### src/sv/sbl_pkg.sv
// Shared types and constants of the sorted byte list.
// No dependencies; used by every module of the block.
package sbl_pkg;

  localparam int unsigned CAPACITY = 64;
  localparam int unsigned IDX_W = $clog2(CAPACITY);
  localparam int unsigned CNT_W = $clog2(CAPACITY + 1);
  localparam int unsigned VAL_W = 8;
  localparam int unsigned STATUS_W = 2;
  localparam int unsigned COUNT_W = 7;

  localparam logic CMD_INSERT = 1'b0;
  localparam logic CMD_DELETE = 1'b1;

  typedef enum logic [STATUS_W-1:0] {
    ST_DONE      = 2'd0,
    ST_FULL      = 2'd1,
    ST_NOT_FOUND = 2'd2,
    ST_EMPTY     = 2'd3
  } status_e;

  typedef enum logic [3:0] {
    S_IDLE = 4'b0001,
    S_WALK = 4'b0010,
    S_TAIL = 4'b0100,
    S_FIN  = 4'b1000
  } state_e;

  typedef struct packed {
    logic             we;
    logic [IDX_W-1:0] waddr;
    logic [VAL_W-1:0] wdata;
    logic             re;
    logic [IDX_W-1:0] raddr;
  } mem_req_t;

endpackage

### src/sv/sbl_ram.sv
// Entry store of the sorted byte list: one write and one read port, registered read.
// Depends on sbl_pkg.
module sbl_ram (
  input  logic                           clk_i,
  input  sbl_pkg::mem_req_t              req_i,
  output logic [sbl_pkg::VAL_W-1:0]      rdata_o
);

  logic [sbl_pkg::VAL_W-1:0] mem [sbl_pkg::CAPACITY];
  logic [sbl_pkg::VAL_W-1:0] rdata_q;

  always_ff @(posedge clk_i) begin
    if (req_i.we) begin
      mem[req_i.waddr] <= req_i.wdata;
    end
  end

  always_ff @(posedge clk_i) begin
    if (req_i.re) begin
      rdata_q <= mem[req_i.raddr];
    end
  end

  assign rdata_o = rdata_q;

endmodule

### src/sv/sbl_ctrl.sv
// Command sequencer of the sorted byte list: walks the entry store, ripples
// entries on insert and delete, and holds the result word. Depends on sbl_pkg.
module sbl_ctrl (
  input  logic                           clk_i,
  input  logic                           rst_ni,
  input  logic                           cmd_valid_i,
  output logic                           cmd_ready_o,
  input  logic                           cmd_i,
  input  logic [sbl_pkg::VAL_W-1:0]      value_i,
  output logic                           res_valid_o,
  input  logic                           res_ready_i,
  output logic [sbl_pkg::STATUS_W-1:0]   status_o,
  output logic [sbl_pkg::COUNT_W-1:0]    count_o,
  output sbl_pkg::mem_req_t              req_o,
  input  logic [sbl_pkg::VAL_W-1:0]      rdata_i
);

  localparam logic [sbl_pkg::CNT_W-1:0] CapCnt = sbl_pkg::CNT_W'(sbl_pkg::CAPACITY);

  sbl_pkg::state_e                state_q, state_d;
  logic [sbl_pkg::CNT_W-1:0]      count_q, count_d;
  logic [sbl_pkg::IDX_W-1:0]      idx_q, idx_d;
  logic                           cmd_q, cmd_d;
  logic signed [sbl_pkg::VAL_W-1:0] value_q, value_d;
  logic [sbl_pkg::VAL_W-1:0]      carry_q, carry_d;
  logic                           hit_q, hit_d;
  sbl_pkg::status_e               st_q, st_d;
  logic                           out_valid_q, out_valid_d;
  logic [sbl_pkg::STATUS_W-1:0]   out_status_q, out_status_d;
  logic [sbl_pkg::COUNT_W-1:0]    out_count_q, out_count_d;

  logic                           accept;
  logic                           last;
  logic                           load;
  logic signed [sbl_pkg::VAL_W-1:0] entry;

  assign cmd_ready_o = (state_q == sbl_pkg::S_IDLE);
  assign accept      = cmd_valid_i & cmd_ready_o;
  assign entry       = $signed(rdata_i);
  assign last        = ((sbl_pkg::CNT_W + 1)'(idx_q) ==
                        (sbl_pkg::CNT_W + 1)'(count_q - 1'b1));
  assign load        = (state_q == sbl_pkg::S_FIN) & (~out_valid_q | res_ready_i);

  always_comb begin
    state_d      = state_q;
    count_d      = count_q;
    idx_d        = idx_q;
    cmd_d        = cmd_q;
    value_d      = value_q;
    carry_d      = carry_q;
    hit_d        = hit_q;
    st_d         = st_q;
    out_valid_d  = out_valid_q & ~res_ready_i;
    out_status_d = out_status_q;
    out_count_d  = out_count_q;
    req_o        = '0;

    case (state_q)
      sbl_pkg::S_IDLE: begin
        if (accept) begin
          cmd_d   = cmd_i;
          value_d = $signed(value_i);
          carry_d = value_i;
          hit_d   = 1'b0;
          idx_d   = '0;
          req_o.re    = 1'b1;
          req_o.raddr = '0;
          if (cmd_i == sbl_pkg::CMD_INSERT) begin
            if (count_q == CapCnt) begin
              st_d    = sbl_pkg::ST_FULL;
              state_d = sbl_pkg::S_FIN;
            end else if (count_q == '0) begin
              state_d = sbl_pkg::S_TAIL;
            end else begin
              state_d = sbl_pkg::S_WALK;
            end
          end else begin
            if (count_q == '0) begin
              st_d    = sbl_pkg::ST_EMPTY;
              state_d = sbl_pkg::S_FIN;
            end else begin
              state_d = sbl_pkg::S_WALK;
            end
          end
        end
      end
      sbl_pkg::S_WALK: begin
        req_o.re    = ~last;
        req_o.raddr = sbl_pkg::IDX_W'(idx_q + 1'b1);
        idx_d       = sbl_pkg::IDX_W'(idx_q + 1'b1);
        if (cmd_q == sbl_pkg::CMD_INSERT) begin
          if (hit_q || !(value_q > entry)) begin
            req_o.we    = 1'b1;
            req_o.waddr = idx_q;
            req_o.wdata = carry_q;
            carry_d     = rdata_i;
            hit_d       = 1'b1;
          end
          if (last) begin
            state_d = sbl_pkg::S_TAIL;
          end
        end else begin
          if (hit_q) begin
            req_o.we    = 1'b1;
            req_o.waddr = sbl_pkg::IDX_W'(idx_q - 1'b1);
            req_o.wdata = rdata_i;
          end else if (entry == value_q) begin
            hit_d = 1'b1;
          end
          if (last) begin
            if (hit_d) begin
              count_d = count_q - 1'b1;
              st_d    = sbl_pkg::ST_DONE;
            end else begin
              st_d    = sbl_pkg::ST_NOT_FOUND;
            end
            state_d = sbl_pkg::S_FIN;
          end
        end
      end
      sbl_pkg::S_TAIL: begin
        req_o.we    = 1'b1;
        req_o.waddr = sbl_pkg::IDX_W'(count_q);
        req_o.wdata = carry_q;
        count_d     = count_q + 1'b1;
        st_d        = sbl_pkg::ST_DONE;
        state_d     = sbl_pkg::S_FIN;
      end
      sbl_pkg::S_FIN: begin
        if (load) begin
          out_valid_d  = 1'b1;
          out_status_d = st_q;
          out_count_d  = sbl_pkg::COUNT_W'(count_q);
          state_d      = sbl_pkg::S_IDLE;
        end
      end
      default: begin
        state_d = sbl_pkg::S_IDLE;
      end
    endcase
  end

  always_ff @(posedge clk_i or negedge rst_ni) begin
    if (!rst_ni) begin
      state_q     <= sbl_pkg::S_IDLE;
      count_q     <= '0;
      out_valid_q <= 1'b0;
    end else begin
      state_q     <= state_d;
      count_q     <= count_d;
      out_valid_q <= out_valid_d;
    end
  end

  always_ff @(posedge clk_i) begin
    idx_q        <= idx_d;
    cmd_q        <= cmd_d;
    value_q      <= value_d;
    carry_q      <= carry_d;
    hit_q        <= hit_d;
    st_q         <= st_d;
    out_status_q <= out_status_d;
    out_count_q  <= out_count_d;
  end

  assign res_valid_o = out_valid_q;
  assign status_o    = out_status_q;
  assign count_o     = out_count_q;

endmodule

### src/sv/sorted_byte_list.sv
// Sorted byte list top level: bounded ascending multiset of signed bytes.
// An insert or delete walks the entries held before the word, one entry store access per cycle;
// a refused insert or a delete from an empty list goes straight to the result.
// A new word is taken only once the result of the last one is loaded into the result register.
// Reset clears the state, the count and the result valid flag; entries need no clearing.
// Depends on sbl_pkg, sbl_ram and sbl_ctrl.
module sorted_byte_list (
  input  logic        clk_i,
  input  logic        rst_ni,
  input  logic        s_axis_tvalid_i,
  output logic        s_axis_tready_o,
  input  logic [7:0]  s_axis_tdata_i,  // [7:0] value
  input  logic        s_axis_tuser_i,  // [0] cmd
  output logic        m_axis_tvalid_o,
  input  logic        m_axis_tready_i,
  output logic [15:0] m_axis_tdata_o   // [1:0] status, [8:2] count, [15:9] zero
);

  sbl_pkg::mem_req_t                mem_req;
  logic [sbl_pkg::VAL_W-1:0]        mem_rdata;
  logic [sbl_pkg::STATUS_W-1:0]     status;
  logic [sbl_pkg::COUNT_W-1:0]      count;

  sbl_ram u_ram (
    .clk_i   (clk_i),
    .req_i   (mem_req),
    .rdata_o (mem_rdata)
  );

  sbl_ctrl u_ctrl (
    .clk_i       (clk_i),
    .rst_ni      (rst_ni),
    .cmd_valid_i (s_axis_tvalid_i),
    .cmd_ready_o (s_axis_tready_o),
    .cmd_i       (s_axis_tuser_i),
    .value_i     (s_axis_tdata_i),
    .res_valid_o (m_axis_tvalid_o),
    .res_ready_i (m_axis_tready_i),
    .status_o    (status),
    .count_o     (count),
    .req_o       (mem_req),
    .rdata_i     (mem_rdata)
  );

  assign m_axis_tdata_o = {7'd0, count, status};

endmodule

### config.mk
export PLATFORM = sky130hd
export DESIGN_NAME = sorted_byte_list
export DESIGN_NICKNAME = d
export VERILOG_FILES = /design/src/sv/sbl_pkg.sv /design/src/sv/sbl_ram.sv /design/src/sv/sbl_ctrl.sv /design/src/sv/sorted_byte_list.sv
export SDC_FILE = /design/constraint.sdc
export NUM_CORES = 1
export LEC_CHECK = 0
export BUFFER_PORTS_ARGS = -buffer_cell sky130_fd_sc_hd__buf_2
export CAP_MARGIN = 5
export CORE_MARGIN = 2
export CORE_UTILIZATION = 65
export DETAILED_ROUTE_END_ITERATION = 10
export PLACE_DENSITY = 0.83
export SLEW_MARGIN = 20
export SYNTH_ARGS = -nofsm -noshare
export SYNTH_HDL_FRONTEND = slang
export SYNTH_HIERARCHICAL = 1
export SYNTH_SLANG_ARGS = --single-unit
### constraint.sdc
create_clock -name clk_i -period 5.8 [get_ports clk_i]
set_input_delay 0.58 -clock clk_i [delete_from_list [all_inputs] [get_ports clk_i]]
set_output_delay 0.58 -clock clk_i [all_outputs]
set_load 0.05 [all_outputs]
# ---- Word-level counts from Yosys, hierarchy flattened
# Memory sizes are Yosys's and may differ from the RTL's. A register that Yosys moved wholly into a read port is not among the register bits.
# Index checks and enable logic that the tools add are counted.
dict set report op_classes {
  add_sub_neg 5
  multipliers 0
  div_mod_pow 0
  magnitude_cmp 1
  eq_ne 17
  shift 0
  mux 46
  n_bitwise 7
  reduce_logical 14
}
# cell count
set op_table {}
lappend op_table {{2-to-1 mux 15 bit} 3}
lappend op_table {{2-to-1 mux 4 bit} 8}
lappend op_table {{case mux 15 bit (2 select lines)} 1}
lappend op_table {{2-to-1 mux 7 bit} 4}
lappend op_table {{case mux 7 bit (2 select lines)} 2}
lappend op_table {{2-to-1 mux 8 bit} 3}
lappend op_table {{case mux 4 bit (4 select lines)} 1}
lappend op_table {{case mux 8 bit (2 select lines)} 1}
lappend op_table {{2-to-1 mux 2 bit} 7}
lappend op_table {{case mux 6 bit (2 select lines)} 1}
lappend op_table {{2-to-1 mux 1 bit} 11}
lappend op_table {{inequality test 2 x 1 -> 1 bit, second input constant} 5}
lappend op_table {{== test 6 x 8 -> 1 bit} 1}
lappend op_table {{== test 8 bit} 1}
lappend op_table {{> comparator 8 bit} 1}
lappend op_table {{AND reduction 4 bit} 2}
lappend op_table {{subtractor 7 x 1 -> 8 bit, second input constant} 1}
lappend op_table {{adder 7 x 1 -> 7 bit, second input constant} 1}
lappend op_table {{== test 7 bit, second input constant} 1}
lappend op_table {{zero test 7 bit} 1}
lappend op_table {{subtractor 7 x 1 -> 7 bit, second input constant} 1}
lappend op_table {{adder 6 x 1 -> 6 bit, second input constant} 1}
lappend op_table {{2-to-1 mux 6 bit} 1}
lappend op_table {{inequality test 3 bit, second input constant} 2}
lappend op_table {{20 further kinds} 29}
dict set report word_totals {
  ff_bits 47
  latch_bits 0
  ramBits 512
  mem_bits_ro 0
  out_inout_bits 18
  elab_cells 102
  mem_count 1
}
# memory words width read_ports rd_clocked_by_memory_dff wr line
set mem_list {}
lappend mem_list {u_ram.mem 64 8 1 1 1 sbl_ram.sv:9} ;# logic [sbl_pkg::VAL_W-1:0] mem [sbl_pkg::CAPACITY];

# ---- Depth between registers and ports, before layout
dict set report logic_depth {
  word_depth 9
  ltp_mapped 14
  depth_no_buf 11
}

# ---- Cells and area by module
# The synthesis kept the hierarchy.
# module n_inst cells_each area_each_um2
set modules_own_cells {}
lappend modules_own_cells {sbl_ram 1 940 20246.9}
lappend modules_own_cells {sbl_ctrl 1 275 2896.5}
lappend modules_own_cells {sorted_byte_list 1 8 56.3}

# ---- Worst setup path before layout
# Ideal clock, no wire load.
dict set report synth_timing {
  kind {register -> register}
  from {register u_ram.rdata_q (netlist bit u_ram/rdata_o[3]), read port of u_ram.mem}
  to {memory u_ram/mem[49][0] (netlist bit), enable pin}
  setup_ps 383
  arrival_ps 2948
  setup_slack_ps 2469
  stages_incl_launch_ff 13
  n_path_buf 1
  cell_sequence {edfxtp_1 -> inv_1 -> ha_1 -> and4_1 -> o21a_1 -> o311ai_1 -> and2_1 -> buf_2 -> a221oi_1 -> nor2_1 -> nor2b_1 -> nand4_1 -> nor3_1}
}
# item line
set synth_lines {}
lappend synth_lines {{start: declaration} sbl_ram.sv:10} ;# logic [sbl_pkg::VAL_W-1:0] rdata_q;
lappend synth_lines {{end: declaration} sbl_ram.sv:9}

==> results.cfg <==
[outcome]
outcome = completed

[critical_path]
crit_type = flop to flop
end_kind = flop
rr_startpoint = u_ram/rdata_o[3]$_DFFE_PP_
worstPathRequired_ns = 5.99
path_max_fanout = 10
ff2ff_path_depth = 10
startpoint_type = flop
worstPathArrival_ns = 5.09
worst_r2r_endpoint = u_ram/mem[46][1]$_DFFE_PP_
reg2reg_slack_ns = 0.89

[drt]
routed_via_density = 7.02
wirelength_um = 53500
antenna_left = 0
drt-initial-drc-count = 1753
drc = 0
wl_per_cell_um = 30.3
vias = 12413
dr.pass1.iters = 6

[timing]
hold_ws_ns = 0.193
min_period_over_period_pct = 84.6
layout_min_cycle_time_ns = 4.91
fin_skew_ns = 0.0273
slew_viol_final = 0
rsz0062_at_grt = false
setup_tns_ns = 0
hold_viol = 0
tightest_slew_ns = 1.22
relSlewSlack_pct = 18.4
setup_viol = 0
fmax_mhz = 204

[yosys]
yosysSeqAreaShare_pct = 73.1
synth_simple_gate_area_share_pct = 4.79
netlist-cell-type-count = 63
syn_inst = 1223
synthArstFlopShare_pct = 2.12
synth_xor_area_share_pct = 0.793
synth_area_um2 = 23200
synth_top_family_by_area = multiplexers
yosysWarnings = 6
muxShareOfSynthArea_pct = 14.2
synth-edff-count = 555
synth_compound_area_share_pct = 3.59
synth_top_flop_cell = edfxtp_1
synthAdderAreaFrac_pct = 1.22
synth_seq_cells = 567
synth.avg_cell_area_um2 = 19.0

[grt]
grt_pass1_wl_um = 79400
gr-total-overflow = 0
grt_antenna_before_repair = 1
grt_max_degree = 54
grt_pass1_vias = 12419
grt_usage_pct = 29.8

[power_and_ir_drop]
power_leakage_nw = 8.24
peakVddDrop_uv = 367
powerDensity_nw_per_um2 = 406

[clock_network]
clk_latency_ns = 0.58
h-tree-depth = 2
cts_resized = 0
cts.sinks = 567
cts_setup_buffers = 0
cts_buffer_depth = 3
hold_buffers = 1
clock-root-buffer = clkbuf_16
numCtsBuffers = 54
cts_tree = done
path_clk_slew_ns = 0.06

[cells_and_area]
area_growth_pct = 9.97
fin_cells = 1768
nets = 1300
fillers = 1941
num_antenna_cells = 0
layout-drive-gt1-share_pct = 22.5

[min_path]
min_to = u_ctrl/value_q[1]$_DFFE_PP_
min_path_cells = 1
hp-start = s_axis_tdata_i[1]
hold_class = primary input to flop

[placement]
routabilityCongestion = 0.859
dpl.cell_count = 1669
dp_hpwl_um = 31200
portBuffers = 23

[floorplan]
core-area_um2 = 35400
num_rows = 69
start_util_pct = 65.5
die-area_um2 = 37200
io_pins = 31
die_height_um = 193
die_w_um = 193

[flow_run]
maxCapViolCount = 0
## area by class of cell
cell class | count | area, um2 | share of cell area [%]
clock buffer | 59 | 1390 | 5.45
tap | 461 | 577 | 2.26
multi-input combinational | 570 | 5780 | 22.6
sequential | 567 | 17000 | 66.5
timing repair buffer | 51 | 353 | 1.38
inverter | 21 | 78.8 | 0.309
clock inverter | 39 | 369 | 1.45
## Yosys cell counts (all sizes together), types with 2 or more instances
master / instances / area (um2)
a2111oi: 3 / 32.5
a211oi: 8 / 60.1
a21oi: 14 / 81.3
a221oi: 10 / 87.6
a22o: 9 / 78.8
a22oi: 4 / 35.0
a31oi: 5 / 31.3
and2: 2 / 12.5
and3: 2 / 12.5
and4: 2 / 17.5
buf: 50 / 354
clkbuf: 21 / 98.9
dfrtp: 11 / 275
edfxtp: 555 / 16700
ha: 21 / 263
inv: 21 / 78.8
mux2: 17 / 206
mux2i: 24 / 240
mux4: 126 / 2840
nand2: 37 / 139
nand2b: 9 / 56.3
nand3: 17 / 85.1
nand3b: 9 / 67.6
nand4: 2 / 12.5
nand4b: 2 / 17.5
nor2: 116 / 435
nor2b: 17 / 106
nor3: 15 / 80.1
nor4: 2 / 12.5
o2111ai: 4 / 35.0
o21a: 4 / 30.0
o21ai: 19 / 95.1
o221a: 2 / 22.5
o221ai: 9 / 78.8
o22ai: 10 / 62.6
o2bb2ai: 3 / 26.3
o311ai: 2 / 17.5
o32ai: 2 / 17.5
o41ai: 2 / 17.5
or3: 4 / 25.0
xnor2: 10 / 87.6
xor2: 11 / 96.3
## critical path, cell delays in order (launching register included)
cell and delay, ns:
edfxtp_1 0.40, inv_1 0.10, ha_1 0.26, and4_1 0.26
o21a_1 0.14, o311ai_1 0.35, and2_1 0.36, a221oi_1 0.17
nor2_1 0.67, nand3_1 0.85, nor2_1 0.94
## worst max path at each step
stage	startpoint	to	slack, ns
2_1_floorplan	u_ram/rdata_o[3]$_DFFE_PP_	u_ram/mem[49][0]$_DFFE_PP_	2.47
3_3_place_gp	u_ram/rdata_o[5]$_DFFE_PP_	u_ram/mem[57][6]$_DFFE_PP_	1.39
3_5_place_dp	u_ram/rdata_o[5]$_DFFE_PP_	u_ram/mem[57][2]$_DFFE_PP_	1.23
4_1_cts	u_ram/rdata_o[3]$_DFFE_PP_	u_ram/mem[35][1]$_DFFE_PP_	1.06
5_1_grt	u_ctrl/state_q[3]$_DFFE_PN0P_	u_ram/mem[35][1]$_DFFE_PP_	0.80
6_report	u_ram/rdata_o[3]$_DFFE_PP_	u_ram/mem[46][1]$_DFFE_PP_	0.89
## placed cells by master (no fill, tap or decap), drive strengths merged, types with 10 or more instances in the layout
cell	instances
edfxtp	555
mux4	126
nor2	116
clkbuf	59
buf	50
nand2	37
clkinv	26
mux2i	24
inv	22
ha	21
o21ai	19
nand3	17
nor2b	17
mux2	17
nor3	15
a21oi	14
xor2	11
dfrtp	11
a221oi	10
xnor2	10
o22ai	10
## sequential cells by signal (all words and copies together), names as in the netlist
name and cells:
u_ctrl/state_q 4, u_ctrl/res_valid_o 1, u_ctrl/st_q 2, u_ctrl/value_q 8, u_ctrl/count_o 7, u_ctrl/hit_q 1, u_ctrl/idx_q 6, u_ctrl/carry_q 8
u_ram/mem 512, u_ctrl/status_o 2, u_ram/rdata_o 8, u_ctrl/count_q 7, u_ctrl/cmd_q 1
## layer usage
| layer | GRT usage, % | part of all wire, % | vias to the layer above |
|---|---|---|---|
| met1 | 41.5 | 36 | 6290 |
| met4 | 11.3 | 3.7 | 2 |
| met3 | 5.36 | 11 | 147 |
| li1 | - | - | 5010 |
| met5 | 0 | 0.021 | - |
| met2 | 48.0 | 49 | 964 |
## cells by family after synthesis
logic type	count (synthesis)
mux	167
buf+inv	92
fa+ha+maj	22
other cells	1
xor+xnor	21
compound gates	113
flops	567
simple gates	240
## per-stage QoR
stage	power, mW	instance area, um2	setup WS [ns]	utilization [%]
after floorplan	6.34	23200	2.47	-
after global routing	10.7	25500	0.805	72.1
after CTS	10.4	25500	1.06	72.0
after global placement	6.79	23700	1.39	67.0
final	10.4	25500	0.893	72.1
after detailed placement	6.86	23700	1.23	67.0
## power by group
part           total (mW)  switching [mW]  internal [mW]
registers            4.97           0.172           4.80
clock network        3.49            1.46           2.03
logic                1.89            1.18          0.712
Power figures use the tool's default switching activity.
